--- config.mk ---
export PLATFORM = sky130hd
export DESIGN_NAME = bhq_ctrl
export DESIGN_NICKNAME = d
export VERILOG_FILES = /design/src/rtl/bhq_pkg.sv /design/src/rtl/bhq_ctrl.sv
export SDC_FILE = /design/constraint.sdc
export NUM_CORES = 1
export LEC_CHECK = 0
export ABC_CLOCK_PERIOD_IN_PS = 1440
export BUFFER_PORTS_ARGS = -buffer_cell sky130_fd_sc_hd__buf_2
export CORE_MARGIN = 2
export CORE_UTILIZATION = 30
export CTS_CLUSTER_SIZE = 24
export DETAILED_ROUTE_END_ITERATION = 8
export GPL_ROUTABILITY_DRIVEN = 0
export GPL_TIMING_DRIVEN = 0
export PLACE_DENSITY = 0.73
export SYNTH_ARGS = -nofsm -noshare
export SYNTH_HDL_FRONTEND = slang
export SYNTH_SLANG_ARGS = --single-unit
--- constraint.sdc ---
create_clock -name clk -period 1.44 [get_ports clk]
set_clock_uncertainty 0.1 [all_clocks]
set_input_delay 0.072 -clock clk [delete_from_list [all_inputs] [get_ports clk]]
set_output_delay 0.072 -clock clk [all_outputs]
set_load 0.005 [all_outputs]
--- src/rtl/bhq_pkg.sv ---
// Shared types, constants and control encodings for the binary min-heap queue.
package bhq_pkg;

  // Heap sizing and field widths.
  localparam int CAPACITY = 1024;
  localparam int ADDR_W   = $clog2(CAPACITY);
  localparam int CNT_W    = $clog2(CAPACITY + 1);
  localparam int KEY_BITS = 32;
  localparam int TAG_BITS = 16;

  typedef logic [KEY_BITS-1:0] key_t;
  typedef logic [TAG_BITS-1:0] tag_t;
  typedef logic [CNT_W-1:0]    cnt_t;
  typedef logic [ADDR_W-1:0]   addr_t;

  // Request type codes.
  localparam logic REQ_INSERT = 1'b0;
  localparam logic REQ_POP    = 1'b1;

  // One input item.
  typedef struct packed {
    logic req_type;
    key_t key;
    tag_t tag;
  } req_t;

  // One result item.
  typedef struct packed {
    logic pop_valid;
    key_t pop_key;
    tag_t pop_tag;
    key_t top_key;
    tag_t top_tag;
    logic is_empty;
    cnt_t entry_count;
    logic overflow;
  } res_t;

  // One heap entry as stored in memory.
  typedef struct packed {
    key_t key;
    tag_t tag;
  } entry_t;

  // Controller states.
  typedef enum logic [2:0] {
    ST_IDLE,
    ST_UP_CHK,
    ST_UP_CMP,
    ST_POP_LD,
    ST_DN_CHK,
    ST_DN_RDR,
    ST_DN_CMP
  } state_t;

  // Read address select.
  typedef enum logic [1:0] {
    RD_PARENT,
    RD_LAST,
    RD_LEFT,
    RD_RIGHT
  } rd_sel_t;

  // Write data select.
  typedef enum logic [1:0] {
    WR_MOVING,
    WR_PARENT,
    WR_PICK
  } wr_sel_t;

  // Kind of result to report.
  typedef enum logic [1:0] {
    RK_PLAIN,
    RK_POP,
    RK_OVF
  } res_kind_t;

  // Commands from the controller to the datapath.
  typedef struct packed {
    logic      ld_ins;
    logic      ld_pop;
    logic      ld_last;
    logic      ld_left;
    logic      rd_en;
    rd_sel_t   rd_sel;
    logic      wr_en;
    wr_sel_t   wr_sel;
    logic      res;
    res_kind_t res_kind;
  } cmd_t;

  // Status from the datapath to the controller.
  typedef struct packed {
    logic full;
    logic empty;
    logic cnt_one;
    logic at_root;
    logic no_child;
    logic has_right;
    logic up_less;
    logic dn_less;
  } stat_t;

endpackage

--- src/rtl/bhq_ctrl.sv ---
// Controller state machine that sequences insert sift-up and pop sift-down.
module bhq_ctrl import bhq_pkg::*; (
  input  logic  clk,
  input  logic  rst,
  input  logic  start,
  input  logic  req_type,
  input  stat_t stat,
  output logic  busy,
  output cmd_t  cmd
);

  state_t state;
  state_t state_next;

  // State register.
  always_ff @(posedge clk) begin
    if (rst) begin
      state <= ST_IDLE;
    end else begin
      state <= state_next;
    end
  end

  assign busy = (state != ST_IDLE);

  // Next state and command decode.
  always_comb begin
    state_next   = state;
    cmd          = '0;
    cmd.rd_sel   = RD_PARENT;
    cmd.wr_sel   = WR_MOVING;
    cmd.res_kind = RK_PLAIN;
    unique case (state)
      ST_IDLE: begin
        if (start) begin
          if (req_type == REQ_INSERT) begin
            if (stat.full) begin
              cmd.res      = 1'b1;
              cmd.res_kind = RK_OVF;
            end else begin
              cmd.ld_ins = 1'b1;
              state_next = ST_UP_CHK;
            end
          end else begin
            if (stat.empty) begin
              cmd.res = 1'b1;
            end else begin
              cmd.ld_pop = 1'b1;
              cmd.rd_en  = 1'b1;
              cmd.rd_sel = RD_LAST;
              state_next = ST_POP_LD;
            end
          end
        end
      end
      // Insert: stop at the root, otherwise fetch the parent.
      ST_UP_CHK: begin
        if (stat.at_root) begin
          cmd.wr_en  = 1'b1;
          cmd.wr_sel = WR_MOVING;
          cmd.res    = 1'b1;
          state_next = ST_IDLE;
        end else begin
          cmd.rd_en  = 1'b1;
          cmd.rd_sel = RD_PARENT;
          state_next = ST_UP_CMP;
        end
      end
      // Insert: move the parent down into the hole or settle the new item.
      ST_UP_CMP: begin
        cmd.wr_en = 1'b1;
        if (stat.up_less) begin
          cmd.wr_sel = WR_PARENT;
          state_next = ST_UP_CHK;
        end else begin
          cmd.wr_sel = WR_MOVING;
          cmd.res    = 1'b1;
          state_next = ST_IDLE;
        end
      end
      // Pop: the last entry becomes the item that sinks from the root; a pop of the only entry ends here.
      ST_POP_LD: begin
        cmd.ld_last = 1'b1;
        if (stat.cnt_one) begin
          cmd.res      = 1'b1;
          cmd.res_kind = RK_POP;
          state_next   = ST_IDLE;
        end else begin
          state_next = ST_DN_CHK;
        end
      end
      // Pop: stop at a leaf, otherwise fetch the left child.
      ST_DN_CHK: begin
        if (stat.no_child) begin
          cmd.wr_en    = 1'b1;
          cmd.wr_sel   = WR_MOVING;
          cmd.res      = 1'b1;
          cmd.res_kind = RK_POP;
          state_next   = ST_IDLE;
        end else begin
          cmd.rd_en  = 1'b1;
          cmd.rd_sel = RD_LEFT;
          state_next = ST_DN_RDR;
        end
      end
      // Pop: latch the left child and fetch the right one if present.
      ST_DN_RDR: begin
        cmd.ld_left = 1'b1;
        if (stat.has_right) begin
          cmd.rd_en  = 1'b1;
          cmd.rd_sel = RD_RIGHT;
        end
        state_next = ST_DN_CMP;
      end
      // Pop: move the chosen child up into the hole or settle the item.
      ST_DN_CMP: begin
        cmd.wr_en = 1'b1;
        if (stat.dn_less) begin
          cmd.wr_sel = WR_PICK;
          state_next = ST_DN_CHK;
        end else begin
          cmd.wr_sel   = WR_MOVING;
          cmd.res      = 1'b1;
          cmd.res_kind = RK_POP;
          state_next   = ST_IDLE;
        end
      end
      default: begin
        state_next = ST_IDLE;
      end
    endcase
  end

endmodule

# Word level (Yosys, flattened, before mapping)
# Index checks and enable logic that the tools add are counted.
op_classes:
  n_div: 0
  addsub: 0
  muxes: 40
  n_reduce_logical: 3
  multipliers: 0
  n_eq_ne: 9
  order_cmp: 0
  bitwise: 0
  shift: 0
ops:
  columns: ["cell", "count"]
  rows:
  - ["two-way mux 3 bit", 17]
  - ["one-hot mux 3 bit (4 select lines)", 2]
  - ["one-hot mux 3 bit (7 select lines)", 1]
  - ["two-way mux 1 bit", 11]
  - ["two-way mux 2 bit", 5]
  - ["== test 3 bit (second input constant)", 3]
  - ["one-hot mux 2 bit (4 select lines)", 1]
  - ["== test 3 x 2 -> 1 bit (second input constant)", 2]
  - ["two-way mux 6 bit", 1]
  - ["inequality test 3 bit (second input constant)", 2]
  - ["one-hot mux 1 bit (6 select lines)", 1]
  - ["two-way mux 4 bit", 1]
  - ["== test 3 x 1 -> 1 bit (second input constant)", 1]
  - ["logical NOT 3 bit", 1]
  - ["AND reduction 3 bit", 1]
  - ["nonzero test 3 bit", 1]
  - ["inequality test 2 bit (second input constant)", 1]
totals:
  out_inout_bits: 14
  in_bits: 12
  latch_bits: 0
  ramBits: 0
  regBits: 3
  rom_bits: 0
  elab_cells: 53
  memories: 0

# Depth between registers and ports, before layout
# Gate-level depths: netlist (run 1).
depth:
  ltp_word: 4
  mapped_depth: 5
  depth_no_buf: 3

# Least setup slack after synthesis (run 1)
# No wires, ideal clock.
synth_path:
  path_kind: "reg-to-reg"
  start: "register state[0]"
  end: "register state[1]"
  path_buffers: 2
  stages_incl_launch_ff: 5
  synth_period_minus_slack_ps: 1450
  arrival_time_ps: 1264
  path_slack_ps: -10
  path_cell_list: "dfxtp_1 > clkbuf_1 > clkbuf_1 > o21ai_0 > a221oi_2"
synth_between:
  elab_chain_len: 3
  word_cells_on_any_way: 12
synth_lines:
  columns: ["item", "line", "source"]
  rows:
  - ["start: declaration", "bhq_ctrl.sv:12", "state_t state;"]
  - ["start signal: assignment", "bhq_ctrl.sv:20", "state <= state_next;"]
  - ["logical NOT 3 bit", "bhq_ctrl.sv:33", "unique case (state)"]
  - ["inequality test 3 bit (no line) / inequality test 2 bit (equally long branches)", null, null]
  - ["AND reduction 3 bit (no line)", null, null]
# Several ways; a longest one is shown, not always the timed one.
# A chain may end at the register's enable or synchronous reset.

==> run summary, run 1 <==
Leading cell types by total area after synthesis: sky130_fd_sc_hd__dfxtp_1, sky130_fd_sc_hd__nand3b_1, sky130_fd_sc_hd__nor3b_1
Critical Path Source Type: flop
Number of warnings printed during yosys synthesis: 0
Vias in the first global route: 491
Fmax achieved: 581 MHz
CTS tree: built
Post-synth EDFFs: 0
Part of the power in combinational logic: 44.3%
Power density relative to cell area: 576 nW/um2
Buffer levels on the longest clock path: 2
Final hold violation count: 0
Chip height: 40.9 um
Multi-input gate area: 368 um2
DRC viols: 0
Global-route wire length before repair: 2000 um
Sink count of the clock tree: 3
Final critical-path setup slack: -281 ps
Leakage component of the power: 0.370 nW
Starting DRT DRC Count: 8
Count of fill cells added during filler insertion: 124
Final setup violating endpoints: 10
Latest clock arrival within the worst-skew pair: 230 ps
Ant diodes: 0
Die Span X: 40.9 um
Avg Vias per Cell: 5.33
Clock buffer count from CTS: 3
Final core utilization: 57.4%
Cell Area, Synth: 409 um2
Net Sw Frac: 30.3%
Post-layout power: 0.000425 W
Violated checks: negative setup slack
Worst slew pin tran: 303 ps
Switch Pwr: 0.000129 W
Sequential power share: 22.1%
Initial standard-cell utilization of the core: 31.8%
# nets final: 104
I/O pins: 26
RSZ-0062 raised after global routing: true
Post-route non-filler standard cell count: 106
WL final: 1490 um
Ratio of final minimum period to clock period: 120%
Largest voltage drop on the vdd net: 327 uV
Async S/R FF share, synth: 0%
Mean routed wirelength per cell: 14.0 um
Primary FF master, synth: sky130_fd_sc_hd__dfxtp_1
Largest net degree at the start of global routing: 11
First-pass iteration count of the detailed router: 4
HPWL reported at the end of detailed placement: 982 um
Shortest period the worst path allows: 1720 ps
Sum of overflow across all layers after global routing: 0
Root buffer cell: sky130_fd_sc_hd__clkbuf_4
Placed cells: 96
Layout cells sized above 1: 62.6%
Storage element area: 68.8 um2
H-Tree Depth: 1
Setup crit end kind: primary output
ANT nets after route: 0
Portion of the post-synthesis area used by sequential elements: 14.7%
Nets in the synthesized netlist: 68
Signal arrival time at the worst endpoint: 1550 ps
Most common cell in the synthesized netlist: sky130_fd_sc_hd__inv_1
Cell count after synthesis: 56
Syn Area/Cell: 7.31 um2
Max cap viols: 0
Cell type with the highest aggregate area in the netlist: sky130_fd_sc_hd__dfxtp_1
Number of flip-flops under the largest register name: 3
Number of buffers added on ports: 25
Worst hold slack: 56.4 ps
Top Registers: state x3
Synth Register Bits: 3
Required time worst endpoint: 1270 ps
DIE AREA: 1680 um2
Pins Over Slew Limit: 0
Setup TNS: -1100 ps
Synth unique cells: 33
Antenna violations before repair: 0
Post-cts hold buffer count: 0
Portion of synthesized cell area occupied by the leading cell type: 14.7%
Clock transition at the register clock pins on the worst setup and hold paths after CTS: 40 ps
Result of the run: finished with violations
Synth-to-Final Area Change: 80.1%
Site row count: 13
Clock share of power: 33.5%
Type of the tightest min-delay check: input pin to flop
Gr usage total: 17.8%
Internal power summed over all cells: 0.000296 W
Largest driver fanout on the critical path: 5
Largest Register: state
Slew Limit Headroom: 79.7%
Classification of the worst setup path: flop to primary output
Area of the placeable core: 1280 um2
Via count: 565
## cell usage in the layout (no fill, tap or decap), types with 2 or more instances in the layout
master | netlist | routed
sky130_fd_sc_hd__buf_2 | 2 | 24
sky130_fd_sc_hd__buf_6 | 0 | 6
sky130_fd_sc_hd__inv_1 | 4 | 4
sky130_fd_sc_hd__nand3b_1 | 3 | 3
sky130_fd_sc_hd__clkbuf_4 | 0 | 3
sky130_fd_sc_hd__buf_4 | 0 | 3
sky130_fd_sc_hd__buf_8 | 0 | 2
sky130_fd_sc_hd__nor2b_1 | 2 | 2
sky130_fd_sc_hd__and4b_1 | 2 | 2
sky130_fd_sc_hd__nand2b_1 | 2 | 2
sky130_fd_sc_hd__nor3b_2 | 0 | 2
sky130_fd_sc_hd__nand2_1 | 3 | 2
sky130_fd_sc_hd__o21ai_0 | 3 | 2
sky130_fd_sc_hd__nor2_1 | 3 | 2
sky130_fd_sc_hd__a21oi_1 | 2 | 2
sky130_fd_sc_hd__or2_2 | 2 | 2
sky130_fd_sc_hd__dfxtp_4 | 0 | 2
## worst max-delay path, cell delays in order, from the launching register on
cell                      delay (ps)
sky130_fd_sc_hd__dfxtp_4         370
sky130_fd_sc_hd__and4b_1         210
sky130_fd_sc_hd__a211o_1         250
sky130_fd_sc_hd__or3b_4          380
sky130_fd_sc_hd__buf_6           120
## final cells by class
cell class                 count  area share, %
sequential                     3           9.34
timing repair buffer          31           25.5
inverter                       4           2.04
clock buffer                   4           3.57
multi-input combinational     45           49.9
buffer                         4           7.13
tap                           15           2.55
## power groups by stage
stage / clock network [W] / logic (W) / registers (W)
2_1_floorplan: 0 / 0.0000733 / 0.0000922
3_3_place_gp: 0 / 0.000122 / 0.0000936
3_5_place_dp: 0 / 0.000125 / 0.0000940
4_1_cts: 0.000149 / 0.000146 / 0.0000920
5_1_grt: 0.000153 / 0.000204 / 0.0000941
6_report: 0.000142 / 0.000188 / 0.0000940
## logic make-up (layout without fill, tap and decap cells)
group           after synthesis  count (layout)  share of synthesized area, %
mux                           1               1                          3.67
compound gates               13              13                          23.2
simple gates                 31              31                          50.5
buf+inv                       8              43                          7.95
flops                         3               3                          14.7
## stage by stage
step,cell area [um2],setup slack [ps]
6_report,737,-281
5_1_grt,737,-326
4_1_cts,637,-308
3_5_place_dp,556,-249
3_3_place_gp,556,-221
2_1_floorplan,412,32.6
## metal layers
| metal | track usage, % | share of wire, % | routed length, um |
|---|---|---|---|
| met4 | 6.67 | 0.81 | 12 |
| met3 | 4.35 | 4.6 | 69 |
| met5 | 0 | 0 | 0 |
| met1 | 21.0 | 41 | 603 |
| met2 | 30.5 | 54 | 800 |
## worst paths after layout
check                              start  endpoint  slack, ps  cells after the start
worst max-delay path            state[2]    cmd[2]       -280                      4
worst max register to register  state[0]  state[2]         30                      6
worst min register to register  state[1]  state[1]        500                      2
worst min-delay path                 rst  state[0]         60                      3
## repair_timing
| item | 4_1_cts | 5_1_grt |
|---|---|---|
| buffers inserted | 0 | 6 |
| pin swaps | 3 | 4 |
| gates resized for setup | 18 | 13 |
| endpoints found under the setup margin | 13 | 9 |
| cloned | 0 | 0 |
| endpoints found under the hold margin | 0 | 0 |
Power figures use the tool's default switching activity.
==> run 2, diff against run 1 <==
--- a/config.mk
+++ b/config.mk
@@ -7,13 +7,14 @@
 export LEC_CHECK = 0
 export ABC_CLOCK_PERIOD_IN_PS = 1440
 export BUFFER_PORTS_ARGS = -buffer_cell sky130_fd_sc_hd__buf_2
-export CORE_MARGIN = 2
 export CORE_UTILIZATION = 30
 export CTS_CLUSTER_SIZE = 24
 export DETAILED_ROUTE_END_ITERATION = 8
 export GPL_ROUTABILITY_DRIVEN = 0
 export GPL_TIMING_DRIVEN = 0
 export PLACE_DENSITY = 0.73
+export REMOVE_ABC_BUFFERS = 1
+export SKIP_CTS_REPAIR_TIMING = 1
 export SYNTH_ARGS = -nofsm -noshare
 export SYNTH_HDL_FRONTEND = slang
 export SYNTH_SLANG_ARGS = --single-unit
==> run 2 against run 1 <==
Net effect:
- the flow still finishes with violations (negative setup slack)
- sequential power is essentially flat
- worst hold slack lost 22 ps
- utilization shrank 0.39 points
- maximum frequency shrank 1.7%
- setup slack lost 30 ps
- global-route usage shrank 2.2 points
- sequential share of layout area grew 1.2 points
- critical endpoint unchanged
- largest cell class unchanged
==> run summary, run 2 (same netlist as run 1, synthesis figures left out) <==
Via count: 560 (-0.88%)
Most common cell after layout, fill and taps aside: sky130_fd_sc_hd__buf_2
Worst slew pin tran: 357 ps (+53.8 ps)
Clock buffer count from CTS: 3 (unchanged)
First-pass iteration count of the detailed router: 4 (unchanged)
Chip height: 38.9 um (-4.9%)
Starting DRT DRC Count: 9 (+1)
Result of the run: finished with violations
Count of fill cells added during filler insertion: 122 (-1.6%)
Slew Limit Headroom: 75.9% (-3.9 points)
Die Span X: 38.9 um (-4.9%)
Antenna violations before repair: 0 (unchanged)
Worst reg2reg setup slack: -30 ps (-60 ps)
Initial standard-cell utilization of the core: 34.5% (+2.7 points)
Ratio of final minimum period to clock period: 122% (+2.1 points)
Clock transition at the register clock pins on the worst setup and hold paths after CTS: 40 ps (about the same)
Type of the tightest min-delay check: input pin to flop
Latest clock arrival within the worst-skew pair: 240 ps (about the same)
Sum of overflow across all layers after global routing: 0 (unchanged)
Commonest cells after routing, fill and taps aside: sky130_fd_sc_hd__buf_2, sky130_fd_sc_hd__buf_4, sky130_fd_sc_hd__inv_1
Site row count: 12 (-1)
Crit path buf inv count: 1 (unchanged)
Critical Path Source Type: flop
Global-route wire length before repair: 1650 um (-18%)
Classification of the worst setup path: flop to primary output
Root buffer cell: sky130_fd_sc_hd__clkbuf_4
Switch Pwr: 0.000126 W (-2.3%)
Sink count of the clock tree: 3 (unchanged)
Worst stage delay on the critical path: 370 ps (about the same)
Largest Register: state
Sequential power share: 23.6% (+1.5 points)
Layout cells sized above 1: 56.5% (-6.1 points)
Shortest period the worst path allows: 1750 ps (+30.0 ps)
Vias in the first global route: 406 (-17%)
Internal power summed over all cells: 0.000272 W (-8.0%)
Reg-to-Reg Start: state[0]
Leakage component of the power: 0.355 nW (-4.0%)
HPWL reported at the end of detailed placement: 800 um (-19%)
Largest net degree at the start of global routing: 24 (+13)
FF-to-FF End: state[1]
Required time worst endpoint: 1270 ps (about the same)
Power density relative to cell area: 589 nW/um2 (+2.2%)
Final setup violating endpoints: 8 (-2)
Post-route non-filler standard cell count: 106 (unchanged)
Total number of cells along the worst setup path: 4 (unchanged)
Final core utilization: 57.0% (-0.39 points)
Worst setup path startpoint: state[2]
Number of flip-flops under the largest register name: 3 (unchanged)
Cell with the largest stage delay on the worst path: sky130_fd_sc_hd__or3b_4
Setup TNS: -1200 ps (-98.7 ps)
Area of the placeable core: 1190 um2 (-7.7%)
Pins Over Slew Limit: 0 (unchanged)
Gr usage total: 15.6% (-2.2 points)
Synth-to-Final Area Change: 65.1%
RSZ-0062 raised after global routing: true
WL final: 1400 um (-5.5%)
Worst Reg2Reg Path Length in Cells: 3 (-3)
Setup crit end kind: primary output
# nets final: 105 (+0.96%)
Number of buffers added on ports: 25 (unchanged)
H-Tree Depth: 1 (unchanged)
Pre-CTS WS: -478 ps (-229 ps)
Max cap viols: 0 (unchanged)
Final hold violation count: 0 (unchanged)
I/O pins: 26 (unchanged)
Signal arrival time at the worst endpoint: 1580 ps (+30 ps)
Clock share of power: 39.1% (+5.6 points)
Violated checks: negative setup slack
DIE AREA: 1520 um2 (-9.5%)
CTS tree: built
Avg Vias per Cell: 5.28 (-0.88%)
Worst setup path end: cmd[2]
ANT nets after route: 0 (unchanged)
DRC viols: 0 (unchanged)
Crit-path leading delay family: simple AND/OR/NAND/NOR gates
Largest voltage drop on the vdd net: 347 uV (+6.2%)
Largest driver fanout on the critical path: 6 (+1)
Placed cells: 91 (-5.2%)
Top Registers: state x3
Buffer levels on the longest clock path: 2 (unchanged)
Ant diodes: 0 (unchanged)
Mean routed wirelength per cell: 13.2 um (-5.5%)
Part of the power in combinational logic: 37.3% (-7.0 points)
Fmax achieved: 571 MHz (-1.7%)
Net Sw Frac: 31.6% (+1.3 points)
Cell Chain, Critical Path: and4b_1 > a211o_1 > or3b_4 > buf_6
Final critical-path setup slack: -311 ps (-30.0 ps)
## run 2: worst min path at each step
stage	startpoint	to	slack, ps	cells after the start
after floorplan	req_type	cmd[1]	80	1
after global placement	stat[5]	state[2]	280	3
after detailed placement	stat[5]	state[2]	280	3
after CTS	stat[5]	state[2]	30	3
after global routing	rst	state[0]	60	3
final	req_type	state[1]	30	3
## run 2: power by group through the flow
stage	Combinational, W	Sequential [W]	Clock (W)
2_1_floorplan	0.0000584	0.000102	0
3_3_place_gp	0.000102	0.000106	0
3_5_place_dp	0.000103	0.000107	0
4_1_cts	0.000104	0.000105	0.000158
5_1_grt	0.000162	0.0000943	0.000168
6_report	0.000149	0.0000937	0.000156
## run 2: cell type report
cell class | count | area (um2) | area share, %
clock buffer | 4 | 26.3 | 3.89
inverter | 4 | 15.0 | 2.22
multi-input combinational | 45 | 337 | 49.8
sequential | 3 | 71.3 | 10.6
tap | 14 | 17.5 | 2.59
timing repair buffer | 36 | 209 | 30.9
## run 2: per-stage QoR
| stage | total power [W] | hold WS [ps] | instance area [um2] |
|---|---|---|---|
| finish | 0.000398 | 34.0 | 676 |
| floorplan | 0.000160 | 77.0 | 392 |
| detailed placement | 0.000210 | 281 | 534 |
| global placement | 0.000208 | 279 | 534 |
| global route | 0.000425 | 57.8 | 676 |
| CTS | 0.000367 | 29.1 | 561 |
## run 2: worst min-delay path, delay by kind of cell
family,cells,cell delay [ps]
compound gates,1,50
buf+inv,1,130
simple gates,1,80
## run 2: metal layers
layer,up-vias,routed length (um),GRT usage (%)
met5,-,0,0
met4,0,0,2.59
met3,0,45,5.20
met2,15,669,25.8
met1,264,689,19.6
li1,281,-,-
==> run 3, diff against run 2 <==
--- a/config.mk
+++ b/config.mk
@@ -7,12 +7,15 @@
 export LEC_CHECK = 0
 export ABC_CLOCK_PERIOD_IN_PS = 1440
 export BUFFER_PORTS_ARGS = -buffer_cell sky130_fd_sc_hd__buf_2
-export CORE_UTILIZATION = 30
+export CELL_PAD_IN_SITES_DETAIL_PLACEMENT = 1
+export CELL_PAD_IN_SITES_GLOBAL_PLACEMENT = 2
+export CORE_UTILIZATION = 18
 export CTS_CLUSTER_SIZE = 24
 export DETAILED_ROUTE_END_ITERATION = 8
 export GPL_ROUTABILITY_DRIVEN = 0
 export GPL_TIMING_DRIVEN = 0
-export PLACE_DENSITY = 0.73
+export HOLD_SLACK_MARGIN = 0.02
+export PLACE_DENSITY = 0.83
 export REMOVE_ABC_BUFFERS = 1
 export SKIP_CTS_REPAIR_TIMING = 1
 export SYNTH_ARGS = -nofsm -noshare
==> run 3 against run 2 <==
Net effect:
- the flow still finishes with violations (negative setup slack)
- first-iteration DRC count unchanged
- sequential power is 5.0% higher
- final cell count increased by 6.6%
- register-to-register slack worse by 140 ps
- worst hold slack improved by 6.9 ps
- clock power is 8% lower
- flip-flop and latch count did not move
- global-route usage is 5.4 points lower
- maximum frequency about the same
- combinational power down 7%
- largest cell class unchanged
==> run summary, run 3 (same netlist as run 1, synthesis figures left out) <==
Result of the run: finished with violations
Violated checks: negative setup slack
I/O pins: 26 (unchanged)
ANT nets after route: 0 (unchanged)
Critical Path Source Type: flop
Wire length on met3: 73 um (+62%)
Mean routed wirelength per cell: 13.3 um (about the same)
Ant diodes: 0 (unchanged)
Layout cells sized above 1: 51.2% (-5.4 points)
Buffer levels on the longest clock path: 2 (unchanged)
Vias in the first global route: 458 (+13%)
Cell Chain, Critical Path: and4b_1 > a211o_1 > or3b_4 > buf_6
Number of buffers added on ports: 25 (unchanged)
Most common cell after layout, fill and taps aside: sky130_fd_sc_hd__buf_2
CTS tree: built
Sum of routed wire segments on met1: 748 um (+8.6%)
Clock transition at the register clock pins on the worst setup and hold paths after CTS: 40 ps (about the same)
Fmax achieved: 571 MHz (about the same)
DRC viols: 0 (unchanged)
First-pass iteration count of the detailed router: 2 (-2)
Global-route wire length before repair: 1990 um (+21%)
Required time worst endpoint: 1270 ps (about the same)
Avg Vias per Cell: 4.81 (-8.9%)
Setup crit end kind: primary output
Final hold violation count: 0 (unchanged)
Largest voltage drop on the vdd net: 279 uV (-20%)
Chip height: 49.7 um (+28%)
Pins Over Slew Limit: 0 (unchanged)
Starting DRT DRC Count: 9 (unchanged)
Sink count of the clock tree: 3 (unchanged)
Synth-to-Final Area Change: 62.4%
HPWL reported at the end of detailed placement: 977 um (+22%)
H-Tree Depth: 1 (unchanged)
RSZ-0062 raised after global routing: true
Top Registers: state x3
Largest driver fanout on the critical path: 7 (+1)
Cell with the largest stage delay on the worst path: sky130_fd_sc_hd__dfxtp_4
Clock buffer count from CTS: 3 (unchanged)
Slew Limit Headroom: 76.5% (+0.63 points)
Power density relative to cell area: 575 nW/um2 (-2.4%)
Sum of overflow across all layers after global routing: 0 (unchanged)
Classification of the worst setup path: flop to primary output
Signal arrival time at the worst endpoint: 1580 ps (about the same)
Final critical-path setup slack: -312 ps (-0.547 ps)
Via count: 544 (-2.9%)
Worst hold slack: 40.9 ps (+6.85 ps)
Met2 routed WL: 676 um (+1.0%)
Leakage component of the power: 0.347 nW (-2.2%)
Ratio of final minimum period to clock period: 122% (about the same)
Max cap viols: 0 (unchanged)
Antenna violations before repair: 0 (unchanged)
Largest net degree at the start of global routing: 24 (unchanged)
Shortest period the worst path allows: 1750 ps (+0.547 ps)
Gr usage total: 10.2% (-5.4 points)
Number of flip-flops under the largest register name: 3 (unchanged)
Area of the placeable core: 2040 um2 (+72%)
Setup TNS: -1020 ps (+181 ps)
Initial standard-cell utilization of the core: 20.0% (-14 points)
DIE AREA: 2470 um2 (+63%)
Worst slew pin tran: 349 ps (-8.14 ps)
Top sig layer: met3
Site row count: 16 (+4)
Root buffer cell: sky130_fd_sc_hd__clkbuf_4
Die Span X: 49.7 um (+28%)
Commonest cells after routing, fill and taps aside: sky130_fd_sc_hd__buf_2, sky130_fd_sc_hd__inv_1
Type of the tightest min-delay check: input pin to flop
Worst stage delay on the critical path: 380 ps (about the same)
Post-layout power: 0.000382 W (-4.0%)
Latest clock arrival within the worst-skew pair: 230 ps (about the same)
WL final: 1500 um (+6.7%)
Largest Register: state
Final setup violating endpoints: 9 (+1)
# nets final: 99 (-5.7%)
## run 3: cell types whose count changed in the layout (fill, tap and decap cells not counted), sizes merged
cell	delta
buf	-6
## run 3: final cells by class
cell class	instances	area, um2
inverters	4	15.0
fillers	271	1380
multi-input cells	45	342
repair buffers	30	176
well taps	27	33.8
clock buffers	4	26.3
flip-flops and latches	3	71.3
## run 3: worst paths after layout
kind	depth (start not counted)	to	slack [ps]	start
worst max-delay path	4	cmd[2]	-310	state[2]
worst min-delay path	3	state[2]	40	stat[5]
worst max register to register	3	state[1]	-170	state[0]
worst min register to register	2	state[1]	580	state[1]
## run 3: metrics by stage
step	instances	util, %	setup slack (ps)	cell area, um2
5_1_grt	113	32.5	-344	664
3_3_place_gp	104	27.0	-491	551
3_5_place_dp	104	27.0	-516	551
4_1_cts	108	28.2	-763	577
6_report	113	32.5	-312	664
2_1_floorplan	52	-	-223	392
## run 3: critical path: cells and delay by family (launching register included)
kind | cells | cell delay (ps)
and+or+nand+nor | 2 | 570
DFF | 1 | 380
AOI/OAI and AO/OA | 1 | 280
buffers and inverters | 1 | 120
## run 3: power by group
group,switching [W],internal [W]
sequential,0.0000128,0.0000857
combinational,0.0000647,0.0000744
clock,0.0000408,0.000104
total,0.000118,0.000264
## run 3: metal layers
metal  vias up  track usage (%)
li1        270                -
met1       255             13.5
met2        19             16.2
met3         0             1.54
met4         0             4.29
met5         -                0
